**config.mk**
```make
export PLATFORM = sky130hd
export DESIGN_NAME = delayed_periodic_task_table_unit
export DESIGN_NICKNAME = d
export VERILOG_FILES = /design/src/dptt_pkg.sv /design/src/delayed_periodic_task_table_unit.sv /design/src/dptt_ram.sv /design/src/dptt_alu.sv /design/src/dptt_ctrl.sv
export SDC_FILE = /design/constraint.sdc
export NUM_CORES = 1
export LEC_CHECK = 0
export BUFFER_PORTS_ARGS = -buffer_cell sky130_fd_sc_hd__buf_2
export CORE_UTILIZATION = 60
export DETAILED_ROUTE_END_ITERATION = 8
export MAX_ROUTING_LAYER = met4
export PLACE_DENSITY_LB_ADDON = 0.2
export SLEW_MARGIN = 20
export SYNTH_ARGS = -nofsm -noshare
export SYNTH_HDL_FRONTEND = slang
export SYNTH_SLANG_ARGS = --single-unit
export TNS_END_PERCENT = 10
```
**constraint.sdc**
```tcl
create_clock -name i_clk -period 12.5 [get_ports i_clk]
set_input_delay 1.25 -clock i_clk [delete_from_list [all_inputs] [get_ports i_clk]]
set_output_delay 1.25 -clock i_clk [all_outputs]
set_load 0.02 [all_outputs]
```
**src/dptt_pkg.sv**
```systemverilog
// ----------------------------------------------------------------------------
// dptt_pkg
// Types, codes and defaults shared by the task table sequencer and its parts.
// ----------------------------------------------------------------------------
package dptt_pkg;

    localparam int DEPTH_DEF = 16;
    localparam int ID_W      = 8;
    localparam int TIME_W    = 16;
    localparam int OP_W      = 2;
    localparam int STAT_W    = 4;
    localparam int OUT_CNT_W = 5;

    localparam logic [OP_W-1:0] OP_SET      = 2'd0;
    localparam logic [OP_W-1:0] OP_DELETE   = 2'd1;
    localparam logic [OP_W-1:0] OP_TICK     = 2'd2;
    localparam logic [OP_W-1:0] OP_DISPATCH = 2'd3;

    localparam logic [STAT_W-1:0] ST_UPDATED  = 4'd0;
    localparam logic [STAT_W-1:0] ST_INSERTED = 4'd1;
    localparam logic [STAT_W-1:0] ST_FULL     = 4'd2;
    localparam logic [STAT_W-1:0] ST_NULL     = 4'd3;
    localparam logic [STAT_W-1:0] ST_DELETED  = 4'd4;
    localparam logic [STAT_W-1:0] ST_NOTFOUND = 4'd5;
    localparam logic [STAT_W-1:0] ST_TICKED   = 4'd6;
    localparam logic [STAT_W-1:0] ST_RUN      = 4'd7;
    localparam logic [STAT_W-1:0] ST_NONE     = 4'd8;

    typedef struct packed {
        logic [ID_W-1:0]   id;
        logic [TIME_W-1:0] delay;
        logic [TIME_W-1:0] period;
        logic              ready;
    } t_entry;

    localparam int ENTRY_W = $bits(t_entry);

    typedef struct packed {
        logic   match;
        logic   zero_period;
        t_entry tick_e;
        t_entry disp_e;
    } t_alu_res;

endpackage

```
**src/delayed_periodic_task_table_unit.sv**
```systemverilog
// ----------------------------------------------------------------------------
// delayed_periodic_task_table_unit
// Task table with delayed and periodic ids: set, delete, tick and dispatch.
//
//   channel  direction  handshake                 payload
//   in       sink       i_in_valid / o_in_ready   operation, task_id,
//                                                 start_delay, run_period
//   out      source     o_out_valid / i_out_ready result_id, status, last,
//                                                 entries_used
//
// Set, delete and tick stream the table through one RAM read port at one
// entry per cycle; a delete before the tail then moves the tail entry into
// the freed slot. Dispatch reads each entry and then checks it; a one-shot
// removal moves the tail entry into the freed slot the same way. Reset
// clears the state, fill count and valid flags; entries are written before
// they are read. The sequencer holds while the result register is full;
// the next item is taken while the last result waits.
// ----------------------------------------------------------------------------
module delayed_periodic_task_table_unit #(
    parameter int TABLE_DEPTH = dptt_pkg::DEPTH_DEF
) (
    input  logic                              i_clk,
    input  logic                              i_rst_n,
    input  logic                              i_in_valid,
    output logic                              o_in_ready,
    input  logic [dptt_pkg::OP_W-1:0]         i_operation,
    input  logic [dptt_pkg::ID_W-1:0]         i_task_id,
    input  logic [dptt_pkg::TIME_W-1:0]       i_start_delay,
    input  logic [dptt_pkg::TIME_W-1:0]       i_run_period,
    output logic                              o_out_valid,
    input  logic                              i_out_ready,
    output logic [dptt_pkg::ID_W-1:0]         o_result_id,
    output logic [dptt_pkg::STAT_W-1:0]       o_status,
    output logic                              o_last,
    output logic [dptt_pkg::OUT_CNT_W-1:0]    o_entries_used
);

    localparam int AW = (TABLE_DEPTH > 1) ? $clog2(TABLE_DEPTH) : 1;

    logic                       ram_we;
    logic [AW-1:0]              ram_waddr;
    dptt_pkg::t_entry           ram_wdata;
    logic                       ram_re;
    logic [AW-1:0]              ram_raddr;
    dptt_pkg::t_entry           ram_rdata;
    logic [dptt_pkg::ID_W-1:0]  key;
    dptt_pkg::t_alu_res         alu_res;

    dptt_ram #(
        .WIDTH (dptt_pkg::ENTRY_W),
        .DEPTH (TABLE_DEPTH),
        .AW    (AW)
    ) u_ram (
        .i_clk   (i_clk),
        .i_we    (ram_we),
        .i_waddr (ram_waddr),
        .i_wdata (ram_wdata),
        .i_re    (ram_re),
        .i_raddr (ram_raddr),
        .o_rdata (ram_rdata)
    );

    dptt_alu u_alu (
        .i_entry (ram_rdata),
        .i_key   (key),
        .o_res   (alu_res)
    );

    dptt_ctrl #(
        .DEPTH (TABLE_DEPTH),
        .AW    (AW)
    ) u_ctrl (
        .i_clk          (i_clk),
        .i_rst_n        (i_rst_n),
        .i_in_valid     (i_in_valid),
        .o_in_ready     (o_in_ready),
        .i_operation    (i_operation),
        .i_task_id      (i_task_id),
        .i_start_delay  (i_start_delay),
        .i_run_period   (i_run_period),
        .o_out_valid    (o_out_valid),
        .i_out_ready    (i_out_ready),
        .o_result_id    (o_result_id),
        .o_status       (o_status),
        .o_last         (o_last),
        .o_entries_used (o_entries_used),
        .o_ram_we       (ram_we),
        .o_ram_waddr    (ram_waddr),
        .o_ram_wdata    (ram_wdata),
        .o_ram_re       (ram_re),
        .o_ram_raddr    (ram_raddr),
        .i_ram_rdata    (ram_rdata),
        .o_key          (key),
        .i_alu          (alu_res)
    );

endmodule

```
**src/dptt_ram.sv**
```systemverilog
// ----------------------------------------------------------------------------
// dptt_ram
// Generic single-write, single-read RAM with registered read data.
// ----------------------------------------------------------------------------
module dptt_ram #(
    parameter int WIDTH = 8,
    parameter int DEPTH = 16,
    parameter int AW    = (DEPTH > 1) ? $clog2(DEPTH) : 1
) (
    input  logic             i_clk,
    input  logic             i_we,
    input  logic [AW-1:0]    i_waddr,
    input  logic [WIDTH-1:0] i_wdata,
    input  logic             i_re,
    input  logic [AW-1:0]    i_raddr,
    output logic [WIDTH-1:0] o_rdata
);

    logic [WIDTH-1:0] r_mem [DEPTH];
    logic [WIDTH-1:0] r_rdata;

    always_ff @(posedge i_clk) begin
        if (i_we) begin
            r_mem[i_waddr] <= i_wdata;
        end
        if (i_re) begin
            r_rdata <= r_mem[i_raddr];
        end
    end

    assign o_rdata = r_rdata;

endmodule

```
**src/dptt_alu.sv**
```systemverilog
// ----------------------------------------------------------------------------
// dptt_alu
// Shared entry unit: id compare, tick update and dispatch update of one entry.
// ----------------------------------------------------------------------------
module dptt_alu (
    input  dptt_pkg::t_entry             i_entry,
    input  logic [dptt_pkg::ID_W-1:0]    i_key,
    output dptt_pkg::t_alu_res           o_res
);

    logic zero_delay;

    assign zero_delay = (i_entry.delay == '0);

    always_comb begin
        o_res.match       = (i_entry.id == i_key);
        o_res.zero_period = (i_entry.period == '0);

        o_res.tick_e = i_entry;
        if (zero_delay) begin
            o_res.tick_e.ready = 1'b1;
        end else begin
            o_res.tick_e.delay = i_entry.delay - 1'b1;
        end

        o_res.disp_e       = i_entry;
        o_res.disp_e.ready = 1'b0;
        if (zero_delay) begin
            o_res.disp_e.delay = i_entry.period - 1'b1;
        end
    end

endmodule

```
**src/dptt_ctrl.sv**
```systemverilog
// ----------------------------------------------------------------------------
// dptt_ctrl
// Sequencer: walks the table one entry at a time and drives the result register.
// ----------------------------------------------------------------------------
module dptt_ctrl #(
    parameter int DEPTH = dptt_pkg::DEPTH_DEF,
    parameter int AW    = (DEPTH > 1) ? $clog2(DEPTH) : 1
) (
    input  logic                              i_clk,
    input  logic                              i_rst_n,
    input  logic                              i_in_valid,
    output logic                              o_in_ready,
    input  logic [dptt_pkg::OP_W-1:0]         i_operation,
    input  logic [dptt_pkg::ID_W-1:0]         i_task_id,
    input  logic [dptt_pkg::TIME_W-1:0]       i_start_delay,
    input  logic [dptt_pkg::TIME_W-1:0]       i_run_period,
    output logic                              o_out_valid,
    input  logic                              i_out_ready,
    output logic [dptt_pkg::ID_W-1:0]         o_result_id,
    output logic [dptt_pkg::STAT_W-1:0]       o_status,
    output logic                              o_last,
    output logic [dptt_pkg::OUT_CNT_W-1:0]    o_entries_used,
    output logic                              o_ram_we,
    output logic [AW-1:0]                     o_ram_waddr,
    output dptt_pkg::t_entry                  o_ram_wdata,
    output logic                              o_ram_re,
    output logic [AW-1:0]                     o_ram_raddr,
    input  dptt_pkg::t_entry                  i_ram_rdata,
    output logic [dptt_pkg::ID_W-1:0]         o_key,
    input  dptt_pkg::t_alu_res                i_alu
);

    localparam int CNT_W = $clog2(DEPTH + 1);
    localparam int PAD_W = dptt_pkg::OUT_CNT_W + CNT_W;

    localparam logic [2:0] S_IDLE = 3'd0;
    localparam logic [2:0] S_SCAN = 3'd1;
    localparam logic [2:0] S_MVRD = 3'd2;
    localparam logic [2:0] S_MVWR = 3'd3;
    localparam logic [2:0] S_DRD  = 3'd4;
    localparam logic [2:0] S_DCHK = 3'd5;
    localparam logic [2:0] S_DONE = 3'd6;

    logic [2:0]                       r_state, n_state;
    logic [CNT_W-1:0]                 r_cnt, n_cnt;
    logic [CNT_W-1:0]                 r_idx, n_idx;
    logic                             r_pv, n_pv;
    logic [AW-1:0]                    r_pidx, n_pidx;
    logic [AW-1:0]                    r_fidx, n_fidx;
    logic                             r_pend_v, n_pend_v;
    logic [dptt_pkg::ID_W-1:0]        r_pend_id, n_pend_id;
    logic [dptt_pkg::OP_W-1:0]        r_op, n_op;
    logic [dptt_pkg::ID_W-1:0]        r_id, n_id;
    logic [dptt_pkg::TIME_W-1:0]      r_dly, n_dly;
    logic [dptt_pkg::TIME_W-1:0]      r_per, n_per;
    logic [dptt_pkg::ID_W-1:0]        r_res_id, n_res_id;
    logic [dptt_pkg::STAT_W-1:0]      r_res_st, n_res_st;

    logic                             r_ov;
    logic [dptt_pkg::ID_W-1:0]        r_oid;
    logic [dptt_pkg::STAT_W-1:0]      r_ost;
    logic                             r_olast;
    logic [dptt_pkg::OUT_CNT_W-1:0]   r_ocnt;

    logic                             ld_out;
    logic [dptt_pkg::ID_W-1:0]        ld_id;
    logic [dptt_pkg::STAT_W-1:0]      ld_st;
    logic                             ld_last;

    logic                             out_free;
    logic                             idx_lt;
    logic [CNT_W-1:0]                 cnt_m1;
    logic [AW-1:0]                    idx_a;
    logic [AW-1:0]                    tail_a;
    logic [PAD_W-1:0]                 cnt_pad;
    dptt_pkg::t_entry                 set_e;

    assign out_free = !r_ov || i_out_ready;
    assign idx_lt   = (r_idx < r_cnt);
    assign cnt_m1   = r_cnt - 1'b1;
    assign idx_a    = r_idx[AW-1:0];
    assign tail_a   = cnt_m1[AW-1:0];
    assign cnt_pad  = {{dptt_pkg::OUT_CNT_W{1'b0}}, r_cnt};
    assign o_key    = r_id;
    assign o_in_ready = (r_state == S_IDLE);

    always_comb begin
        set_e.id     = r_id;
        set_e.delay  = r_dly;
        set_e.period = r_per;
        set_e.ready  = 1'b0;
    end

    always_comb begin
        n_state   = r_state;
        n_cnt     = r_cnt;
        n_idx     = r_idx;
        n_pv      = r_pv;
        n_pidx    = r_pidx;
        n_fidx    = r_fidx;
        n_pend_v  = r_pend_v;
        n_pend_id = r_pend_id;
        n_op      = r_op;
        n_id      = r_id;
        n_dly     = r_dly;
        n_per     = r_per;
        n_res_id  = r_res_id;
        n_res_st  = r_res_st;
        o_ram_we    = 1'b0;
        o_ram_waddr = idx_a;
        o_ram_wdata = set_e;
        o_ram_re    = 1'b0;
        o_ram_raddr = idx_a;
        ld_out  = 1'b0;
        ld_id   = r_res_id;
        ld_st   = r_res_st;
        ld_last = 1'b1;

        unique case (r_state)
            S_IDLE: begin
                if (i_in_valid) begin
                    n_op     = i_operation;
                    n_id     = i_task_id;
                    n_dly    = i_start_delay;
                    n_per    = i_run_period;
                    n_idx    = '0;
                    n_pv     = 1'b0;
                    n_pend_v = 1'b0;
                    if (i_operation == dptt_pkg::OP_SET && i_task_id == '0) begin
                        n_res_id = '0;
                        n_res_st = dptt_pkg::ST_NULL;
                        n_state  = S_DONE;
                    end else if (i_operation == dptt_pkg::OP_DISPATCH) begin
                        n_state = S_DRD;
                    end else begin
                        n_state = S_SCAN;
                    end
                end
            end
            S_SCAN: begin
                o_ram_re    = idx_lt;
                o_ram_raddr = idx_a;
                if (idx_lt) begin
                    n_idx  = r_idx + 1'b1;
                    n_pv   = 1'b1;
                    n_pidx = idx_a;
                end else begin
                    n_pv = 1'b0;
                end
                if (r_pv) begin
                    case (r_op)
                        dptt_pkg::OP_TICK: begin
                            o_ram_we    = 1'b1;
                            o_ram_waddr = r_pidx;
                            o_ram_wdata = i_alu.tick_e;
                        end
                        dptt_pkg::OP_SET: begin
                            if (i_alu.match) begin
                                o_ram_we    = 1'b1;
                                o_ram_waddr = r_pidx;
                                o_ram_wdata = set_e;
                                n_res_id    = r_id;
                                n_res_st    = dptt_pkg::ST_UPDATED;
                                n_state     = S_DONE;
                            end
                        end
                        dptt_pkg::OP_DELETE: begin
                            if (i_alu.match) begin
                                n_res_id = r_id;
                                n_res_st = dptt_pkg::ST_DELETED;
                                if (r_pidx == tail_a) begin
                                    n_cnt   = cnt_m1;
                                    n_state = S_DONE;
                                end else begin
                                    n_fidx  = r_pidx;
                                    n_state = S_MVRD;
                                end
                            end
                        end
                        default: begin
                        end
                    endcase
                end else if (!idx_lt) begin
                    n_state = S_DONE;
                    case (r_op)
                        dptt_pkg::OP_TICK: begin
                            n_res_id = '0;
                            n_res_st = dptt_pkg::ST_TICKED;
                        end
                        dptt_pkg::OP_SET: begin
                            n_res_id = r_id;
                            if (r_cnt < CNT_W'(DEPTH)) begin
                                o_ram_we    = 1'b1;
                                o_ram_waddr = r_cnt[AW-1:0];
                                o_ram_wdata = set_e;
                                n_cnt       = r_cnt + 1'b1;
                                n_res_st    = dptt_pkg::ST_INSERTED;
                            end else begin
                                n_res_st = dptt_pkg::ST_FULL;
                            end
                        end
                        default: begin
                            n_res_id = r_id;
                            n_res_st = dptt_pkg::ST_NOTFOUND;
                        end
                    endcase
                end
            end
            S_MVRD: begin
                o_ram_re    = 1'b1;
                o_ram_raddr = tail_a;
                n_state     = S_MVWR;
            end
            S_MVWR: begin
                o_ram_we    = 1'b1;
                o_ram_waddr = r_fidx;
                o_ram_wdata = i_ram_rdata;
                n_cnt       = cnt_m1;
                if (r_op == dptt_pkg::OP_DISPATCH) begin
                    n_state = S_DRD;
                end else begin
                    n_state = S_DONE;
                end
            end
            S_DRD: begin
                if (idx_lt) begin
                    o_ram_re    = 1'b1;
                    o_ram_raddr = idx_a;
                    n_state     = S_DCHK;
                end else begin
                    if (r_pend_v) begin
                        n_res_id = r_pend_id;
                        n_res_st = dptt_pkg::ST_RUN;
                    end else begin
                        n_res_id = '0;
                        n_res_st = dptt_pkg::ST_NONE;
                    end
                    n_pend_v = 1'b0;
                    n_state  = S_DONE;
                end
            end
            S_DCHK: begin
                if (!i_ram_rdata.ready) begin
                    n_idx   = r_idx + 1'b1;
                    n_state = S_DRD;
                end else if (!r_pend_v || out_free) begin
                    if (r_pend_v) begin
                        ld_out  = 1'b1;
                        ld_id   = r_pend_id;
                        ld_st   = dptt_pkg::ST_RUN;
                        ld_last = 1'b0;
                    end
                    n_pend_v  = 1'b1;
                    n_pend_id = i_ram_rdata.id;
                    if (i_alu.zero_period) begin
                        if (r_idx == cnt_m1) begin
                            n_cnt   = cnt_m1;
                            n_state = S_DRD;
                        end else begin
                            n_fidx  = idx_a;
                            n_state = S_MVRD;
                        end
                    end else begin
                        o_ram_we    = 1'b1;
                        o_ram_waddr = idx_a;
                        o_ram_wdata = i_alu.disp_e;
                        n_idx       = r_idx + 1'b1;
                        n_state     = S_DRD;
                    end
                end
            end
            S_DONE: begin
                if (out_free) begin
                    ld_out  = 1'b1;
                    n_state = S_IDLE;
                end
            end
            default: begin
                n_state = S_IDLE;
            end
        endcase
    end

    always_ff @(posedge i_clk) begin
        if (!i_rst_n) begin
            r_state  <= S_IDLE;
            r_cnt    <= '0;
            r_pv     <= 1'b0;
            r_pend_v <= 1'b0;
        end else begin
            r_state  <= n_state;
            r_cnt    <= n_cnt;
            r_pv     <= n_pv;
            r_pend_v <= n_pend_v;
        end
    end

    always_ff @(posedge i_clk) begin
        r_idx     <= n_idx;
        r_pidx    <= n_pidx;
        r_fidx    <= n_fidx;
        r_pend_id <= n_pend_id;
        r_op      <= n_op;
        r_id      <= n_id;
        r_dly     <= n_dly;
        r_per     <= n_per;
        r_res_id  <= n_res_id;
        r_res_st  <= n_res_st;
    end

    always_ff @(posedge i_clk) begin
        if (!i_rst_n) begin
            r_ov <= 1'b0;
        end else if (ld_out) begin
            r_ov <= 1'b1;
        end else if (i_out_ready) begin
            r_ov <= 1'b0;
        end
    end

    always_ff @(posedge i_clk) begin
        if (ld_out) begin
            r_oid   <= ld_id;
            r_ost   <= ld_st;
            r_olast <= ld_last;
            r_ocnt  <= cnt_pad[dptt_pkg::OUT_CNT_W-1:0];
        end
    end

    assign o_out_valid    = r_ov;
    assign o_result_id    = r_oid;
    assign o_status       = r_ost;
    assign o_last         = r_olast;
    assign o_entries_used = r_ocnt;

    a_idle_no_pending: assert property (@(posedge i_clk) disable iff (!i_rst_n)
        o_in_ready |-> !r_pend_v)
        else $error("pending dispatch result left over in idle");

    a_write_in_range: assert property (@(posedge i_clk) disable iff (!i_rst_n)
        o_ram_we |-> ({{CNT_W{1'b0}}, o_ram_waddr} <= {{AW{1'b0}}, r_cnt}))
        else $error("table write beyond fill count");

    a_count_step: assert property (@(posedge i_clk) disable iff (!i_rst_n)
        ##1 (r_cnt == $past(r_cnt) || r_cnt == CNT_W'($past(r_cnt) + 1'b1)
            || r_cnt == CNT_W'($past(r_cnt) - 1'b1)))
        else $error("fill count moved by more than one");

    a_count_bound: assert property (@(posedge i_clk) disable iff (!i_rst_n)
        (r_state == S_DONE) |-> (r_cnt <= CNT_W'(DEPTH)))
        else $error("fill count above table depth");

endmodule

```
==> flow_summary.ini, run 1 <==
[global_routing]
track_usage_pct = 29.6
antenna_found_initial = 0
grt_pass1_vias = 20000
grt_max_degree = 231
grt_pass1_wl_um = 122000
overflow = 0

[route]
routed_wl_um = 80800
drc = 0
drtIter0Drc = 2211
dr.pass1.iters = 6
viasPerCell = 6.45
ant_nets = 0
wl_per_cell_um = 24.9
vias = 20900

[floorplan]
io_pins = 66
die-height_um = 238
die_w_um = 238
floorplan.initialDensity_pct = 60.7
core-area_mm2 = 0.0551
die_area_mm2 = 0.0567
rows = 86

[worst_setup_path]
path_cells = ha_1 > nor2b_1 > o31ai_1 > a2111o_1 > mux2_2 > o32ai_1 > nand2b_1 > nor3_2 > buf_4
cp_data_arrival_time_ns = 4.99
crit_slowest_cell = nor3_2
required_ns = 12.75
slowest_delay_ns = 0.69
reg2regPathDepth = 9
crit_fanout = 33
crit_path_end_kind = flip-flop
start_kind = flip-flop
crit_type = flip-flop to flip-flop

[worst_hold_path]
hold_depth = 0
hp-class = flip-flop to flip-flop

[synthesis]
synth_nets = 2440
yosys.area_share.simple_pct = 9.12
syn_area_per_cell_um2 = 14.0
synth_xor_xnor_area_share_pct = 1.11
syn_area_mm2 = 0.0335
async_flop_share_pct = 0
synth_top_family_by_area = compound AO/OA/AOI/OAI gates
ys_warn_count = 0
synthAdderAreaFrac_pct = 0.449
yosysSeqAreaShare_pct = 71.5
synthDistinctLibCells = 76
synthMuxAreaShare_pct = 2.97
synth-edff-count = 790
syn_inst = 2382
synth_compound_area_share_pct = 12.7
synth_flop_cell = edfxtp_1
synth-seq-cells = 801

[clocking]
cts_resized = 0
cts_buffers = 81
cts_sinks = 801
path_clk_slew_ns = 0.06
clk_latency_ns = 0.64
cts_root_buffer = clkbuf_16
cts_tree = built
cts_buffer_depth = 3
cts_hold_buf = 0
postCtsSetupRepairBufs = 0
h-tree-depth = 3

[power]
swShare_pct = 37.3
ir_worst_vdd_v = 0.000437
p_leak_nw = 12.2
power_frac_seq_pct = 39.4
power.internal_mw = 6.15
p_sw_mw = 3.66
p_per_area_mw_per_mm2 = 262
clockPowerShare_pct = 24.5
combPwrFrac_pct = 36.1

[timing]
setup_viol = 0
rsz0062_at_grt = no
hold_violations = 0
slew_headroom_pct = 1.86
fin_crit_sh_pct = 37.9
fmax_mhz = 211
worst_pin_slew_ns = 1.47
finalClockSkew_ns = 0.0253
final_max_slew_viol_count = 0
setup_tns_ns = 0
post-route-min-period_ns = 4.74

[finish]
final_util_pct = 68.0
drive_gt1_share_pct = 12.5
syn2layout_area_growth_pct = 12.0
seq_area_mm2 = 0.0239
multiInputGateArea_mm2 = 0.00899
nFillCells = 3719
diodes = 0
nets = 2495

[place]
place.gp.congestion = 0.913
io_buffer_count = 65
post-dp-hpwl_um = 42300

[job]
drv_cap = 0

[run_status]
status = complete, no violations
## final timing paths
check / end / slack [ns] / startpoint
worst max-delay path: u_ram.r_mem[11][2] / 7.76 / u_ctrl.r_idx[1]
worst min-delay path: u_ctrl.r_pend_id[5] / 0.49 / u_ram.o_rdata[38]
worst max register to register: u_ram.r_mem[11][2] / 7.76 / u_ctrl.r_idx[1]
worst min register to register: u_ctrl.r_pend_id[5] / 0.49 / u_ram.o_rdata[38]
## cells in the final DEF (no fill, tap or decap), types with 13 or more instances in the layout
cell,instances
a31oi_1,88
nor3_1,22
a21oi_1,121
buf_4,67
nand3_1,13
nand2_1,266
edfxtp_1,790
clkbuf_16,83
inv_1,18
nor4_1,13
buf_2,65
o21ai_0,45
a211oi_1,294
and2_1,155
xor2_1,30
clkinv_2,16
nor3_2,17
mux2i_1,87
nor2_1,50
and2_0,14
## flip-flops by register name (all words and copies together), names as in the netlist, 2 cells and up
name,flops
u_ctrl.r_fidx,4
u_ctrl.r_per,16
u_ctrl.o_result_id,8
u_ctrl.r_cnt,5
u_ctrl.r_res_st,4
u_ctrl.r_pend_id,8
u_ctrl.r_pidx,4
u_ctrl.r_op,2
u_ctrl.o_status,4
u_ctrl.r_idx,5
u_ram.r_mem,656
u_ctrl.o_entries_used,5
u_ctrl.o_key,8
u_ram.o_rdata,41
u_ctrl.r_state,3
u_ctrl.r_dly,16
u_ctrl.r_res_id,8
## area by class of cell
type	count	share of cell area [%]
Tap cell	748	2.50
Timing Repair Buffer	137	2.44
Multi-Input combinational cell	1396	24.0
Inverter	20	0.204
Clock buffer	95	5.66
Sequential cell	801	63.9
Clock inverter	48	1.35
## worst max-delay path: cells and delay by family (launching register included)
kind / cells / cell delay [ns]
multiplexers: 1 / 0.38
AO/OA/AOI/OAI: 3 / 1.24
AND/OR/NAND/NOR: 3 / 1.03
buffers and inverters: 1 / 0.69
adder cells (fa/ha/maj): 1 / 0.37
flip-flops: 1 / 0.60
## power by group through the flow
| stage | sequential [mW] | combinational [mW] | clock (mW) |
|---|---|---|---|
| floorplan | 3.80 | 2.52 | 0 |
| global placement | 3.90 | 3.38 | 0 |
| detailed placement | 3.91 | 3.47 | 0 |
| CTS | 3.86 | 3.50 | 2.43 |
| global route | 3.89 | 3.86 | 2.52 |
| finish | 3.87 | 3.54 | 2.40 |
## per-layer routing
layer	wire (um)	track usage, %	part of all wire (%)
met5	0	-	0
met4	2440	10.5	3.0
met3	6320	4.52	7.8
met2	38500	45.5	48
met1	33400	40.5	41
## synthesized netlist by cell type, types with 5 or more instances
master / number / area [um2]
o211ai_1: 5 / 37.5
dfxtp_1: 11 / 220
xor2_1: 30 / 263
nand4_1: 7 / 43.8
ha_1: 12 / 150
mux2i_1: 88 / 881
or2_2: 5 / 31.3
a31oi_1: 88 / 551
and2_0: 14 / 87.6
nor3b_1: 6 / 45.0
nor4_1: 13 / 81.3
o31ai_1: 8 / 60.1
nand2b_1: 9 / 56.3
o21ai_0: 50 / 250
a211oi_1: 295 / 2210
and2_1: 155 / 970
nor2b_1: 8 / 50.1
edfxtp_1: 790 / 23700
a22o_1: 9 / 78.8
nor3_1: 39 / 195
clkbuf_1: 144 / 541
mux2_2: 10 / 113
nand2_1: 266 / 998
a22oi_1: 5 / 37.5
buf_2: 15 / 75.1
or3_1: 6 / 37.5
xnor2_1: 10 / 87.6
nand3_1: 13 / 65.1
inv_1: 19 / 71.3
nor2_1: 50 / 188
buf_1: 6 / 22.5
a21oi_1: 123 / 616
## logic make-up after synthesis
| group | Yosys count |
|---|---|
| AOI/OAI and AO/OA | 630 |
| and+or+nand+nor | 615 |
| xor gates and xnor gates | 41 |
| adders and majority gates | 12 |
| buffers and inverters | 185 |
| DFF | 801 |
| muxes | 98 |
## stage by stage
stage                     hold WS (ns)  instances  cell area, um2  setup slack, ns  total power [mW]
after CTS                        0.496       3241           37400             7.53              9.79
final                            0.490       3245           37500             7.76              9.81
after floorplan                  0.406       2382           33500             6.61              6.32
after detailed placement         0.485       3098           34800             7.56              7.38
after global routing             0.504       3245           37500             7.44              10.3
after global placement           0.479       3098           34800             7.66              7.29
(Power assumes the default switching activity.)
==> inputs of run 2 (changes only) <==
--- a/config.mk
+++ b/config.mk
@@ -5,6 +5,7 @@
 export SDC_FILE = /design/constraint.sdc
 export NUM_CORES = 1
 export LEC_CHECK = 0
+export ABC_AREA = 1
 export BUFFER_PORTS_ARGS = -buffer_cell sky130_fd_sc_hd__buf_2
 export CORE_UTILIZATION = 60
 export DETAILED_ROUTE_END_ITERATION = 8
==> constraint.sdc (replaced) <==
create_clock -name i_clk -period 4.69 [get_ports i_clk]
set_input_delay 0.469 -clock i_clk [delete_from_list [all_inputs] [get_ports i_clk]]
set_output_delay 0.469 -clock i_clk [all_outputs]
set_load 0.02 [all_outputs]
==> run 2 against run 1 <==
Core utilization up 1.2 points; non-clock buffer count up 42; register-to-register slack worse by 7.1 ns; setup slack worse by 7.1 ns; critical path type unchanged; critical endpoint is now u_ram.o_rdata[4].
==> flow_summary.ini, run 2 <==
[synthesis]
synthTopCellsByArea = edfxtp_1 71%, o21ai_0 5.1%, nor2_1 5.0%
synth-seq-cells = 801
syn_area_mm2 = 0.0333
syn_area_per_cell_um2 = 12.4
yosysTopAreaCell = edfxtp_1
ys_warn_count = 0
synth_flop_cell = edfxtp_1
synthDistinctLibCells = 43
async_flop_share_pct = 0
synth_nets = 2746
syn_inst = 2688
yosysSeqAreaShare_pct = 72.0
yosysTopAreaCellShare_pct = 71.3
synth-edff-count = 790
synth_most_common_cell = edfxtp_1
synth_common_cells = 790 x edfxtp_1, 441 x nor2_1, 340 x o21ai_0

[floorplan]
die_w_um = 237
die_area_mm2 = 0.0564
core-area_mm2 = 0.0543
rows = 85
floorplan.initialDensity_pct = 61.2
die-height_um = 237
io_pins = 66

[place]
post-dp-hpwl_um = 48900
placed_area_mm2 = 0.0348
io_buffer_count = 65
dp.cells = 3421
place.gp.congestion = 0.981
dp_slack_ns = 1.02

[power]
p_per_area_mw_per_mm2 = 720
clockPowerShare_pct = 23.2
power.internal_mw = 16.3
power_frac_seq_pct = 38.3
combPwrFrac_pct = 38.5
p_leak_nw = 12.7
p_sw_mw = 10.8
swShare_pct = 39.8
ir_worst_vdd_v = 0.000922

[worst_hold_path]
hp-class = input pin to flip-flop

[worst_setup_path]
required_ns = 5.04
crit_fanout = 201
cp_data_arrival_time_ns = 4.37
crit_type = flip-flop to flip-flop
start_kind = flip-flop
crit_path_end_kind = flip-flop

[timing]
setup_viol = 0
setup_tns_ns = 0
rsz0062_at_grt = no
post-route-min-period_ns = 4.02
worst_pin_slew_ns = 1.20
fmax_mhz = 249
fin_crit_sh_pct = 85.8
final_max_slew_viol_count = 0
slew_headroom_pct = 19.9
fin_ws_ns = 0.668
finalClockSkew_ns = 0.0261
hold_violations = 0

[clocking]
cts_tree = built
postCtsSetupRepairBufs = 0
clk_latency_ns = 0.64
cts_buffer_depth = 3
cts_buffers = 80
cts_hold_buf = 28
cts_sinks = 801
cts_root_buffer = clkbuf_16
h-tree-depth = 3
path_clk_slew_ns = 0.06
cts_resized = 0

[finish]
layout.cells.non_filler = 3591
drive_gt1_share_pct = 10.9
nets = 2850
diodes = 0
final_area_mm2 = 0.0376
nFillCells = 3710
top_register = u_ram.r_mem
layout_common_cells = 790 x edfxtp_1, 424 x nor2_1, 340 x o21ai_0
largest_reg_flops = 656
final_common_cell = edfxtp_1
final_util_pct = 69.2
syn2layout_area_growth_pct = 13.1

[global_routing]
grt_pass1_vias = 21700
antenna_found_initial = 0
grt_pass1_wl_um = 132000
track_usage_pct = 32.6
grt_max_degree = 202
overflow = 0

[run_status]
status = complete, no violations

[job]
drv_cap = 0

[route]
drtIter0Drc = 3021
wl_per_cell_um = 24.7
dr.pass1.iters = 6
ant_nets = 0
viasPerCell = 6.36
drc = 0
routed_wl_um = 88600
vias = 22900
run 2: final timing paths:
kind / endpoint / startpoint / slack, ns / cells after the start
max: u_ram.o_rdata[4] / u_ctrl.r_state[1] / 0.67 / 10
min: u_ctrl.r_per[9] / i_run_period[9] / 0.02 / 1
min reg2reg: u_ctrl.o_result_id[7] / u_ctrl.r_res_id[7] / 0.51 / 2
max reg2reg: u_ram.o_rdata[4] / u_ctrl.r_state[1] / 0.67 / 10
run 2: final cells by class:
| cell class | instances | area [um2] | share of cell area (%) |
|---|---|---|---|
| tap | 739 | 925 | 2.46 |
| timing repair buffer | 179 | 1340 | 3.56 |
| sequential | 801 | 23900 | 63.7 |
| clock buffer | 98 | 2120 | 5.64 |
| clock inverter | 44 | 435 | 1.16 |
| multi-input combinational | 1608 | 8370 | 22.3 |
| inverter | 122 | 478 | 1.27 |
run 2: power by group through the flow:
stage	Clock, mW	Sequential, mW	Combinational [mW]
final	6.28	10.4	10.4
after global routing	6.59	10.4	11.3
after CTS	6.33	10.4	10.3
after detailed placement	0	10.5	10.2
after global placement	0	10.5	9.93
after floorplan	0	10.3	6.85
run 2: cells by family after synthesis:
kind of cell    synth area share [%]
buf+inv                         3.38
flops                           72.0
compound gates                  12.9
xor+xnor                       0.763
fa+ha+maj                      0.451
simple gates                    10.5
run 2: worst max-delay path, stage by stage, from the launching register on:
cell and delay [ns]:
dfxtp_1 0.50, inv_2 0.14, nor2_4 0.12, nand2_4 0.13, o21ai_4 0.64, clkinv_8 0.67, buf_4 0.58, o21ai_0 0.21
o221ai_1 0.13, nand3_1 0.16, nand2_1 0.15
run 2: stage by stage:
step	total power, mW	hold WS [ns]
finish	27.1	0.0233
global route	28.4	0.00251
CTS	27.0	0.00144
detailed placement	20.7	0.498
global placement	20.4	0.489
floorplan	17.2	0.406
run 2: metal layers:
layer | global-route usage (%) | up-vias | wire length (um)
li1 | - | 10200 | -
met1 | 43.4 | 11200 | 34700
met2 | 50.9 | 1316 | 42400
met3 | 5.02 | 208 | 8200
met4 | 12.8 | 0 | 3290
met5 | - | - | 0
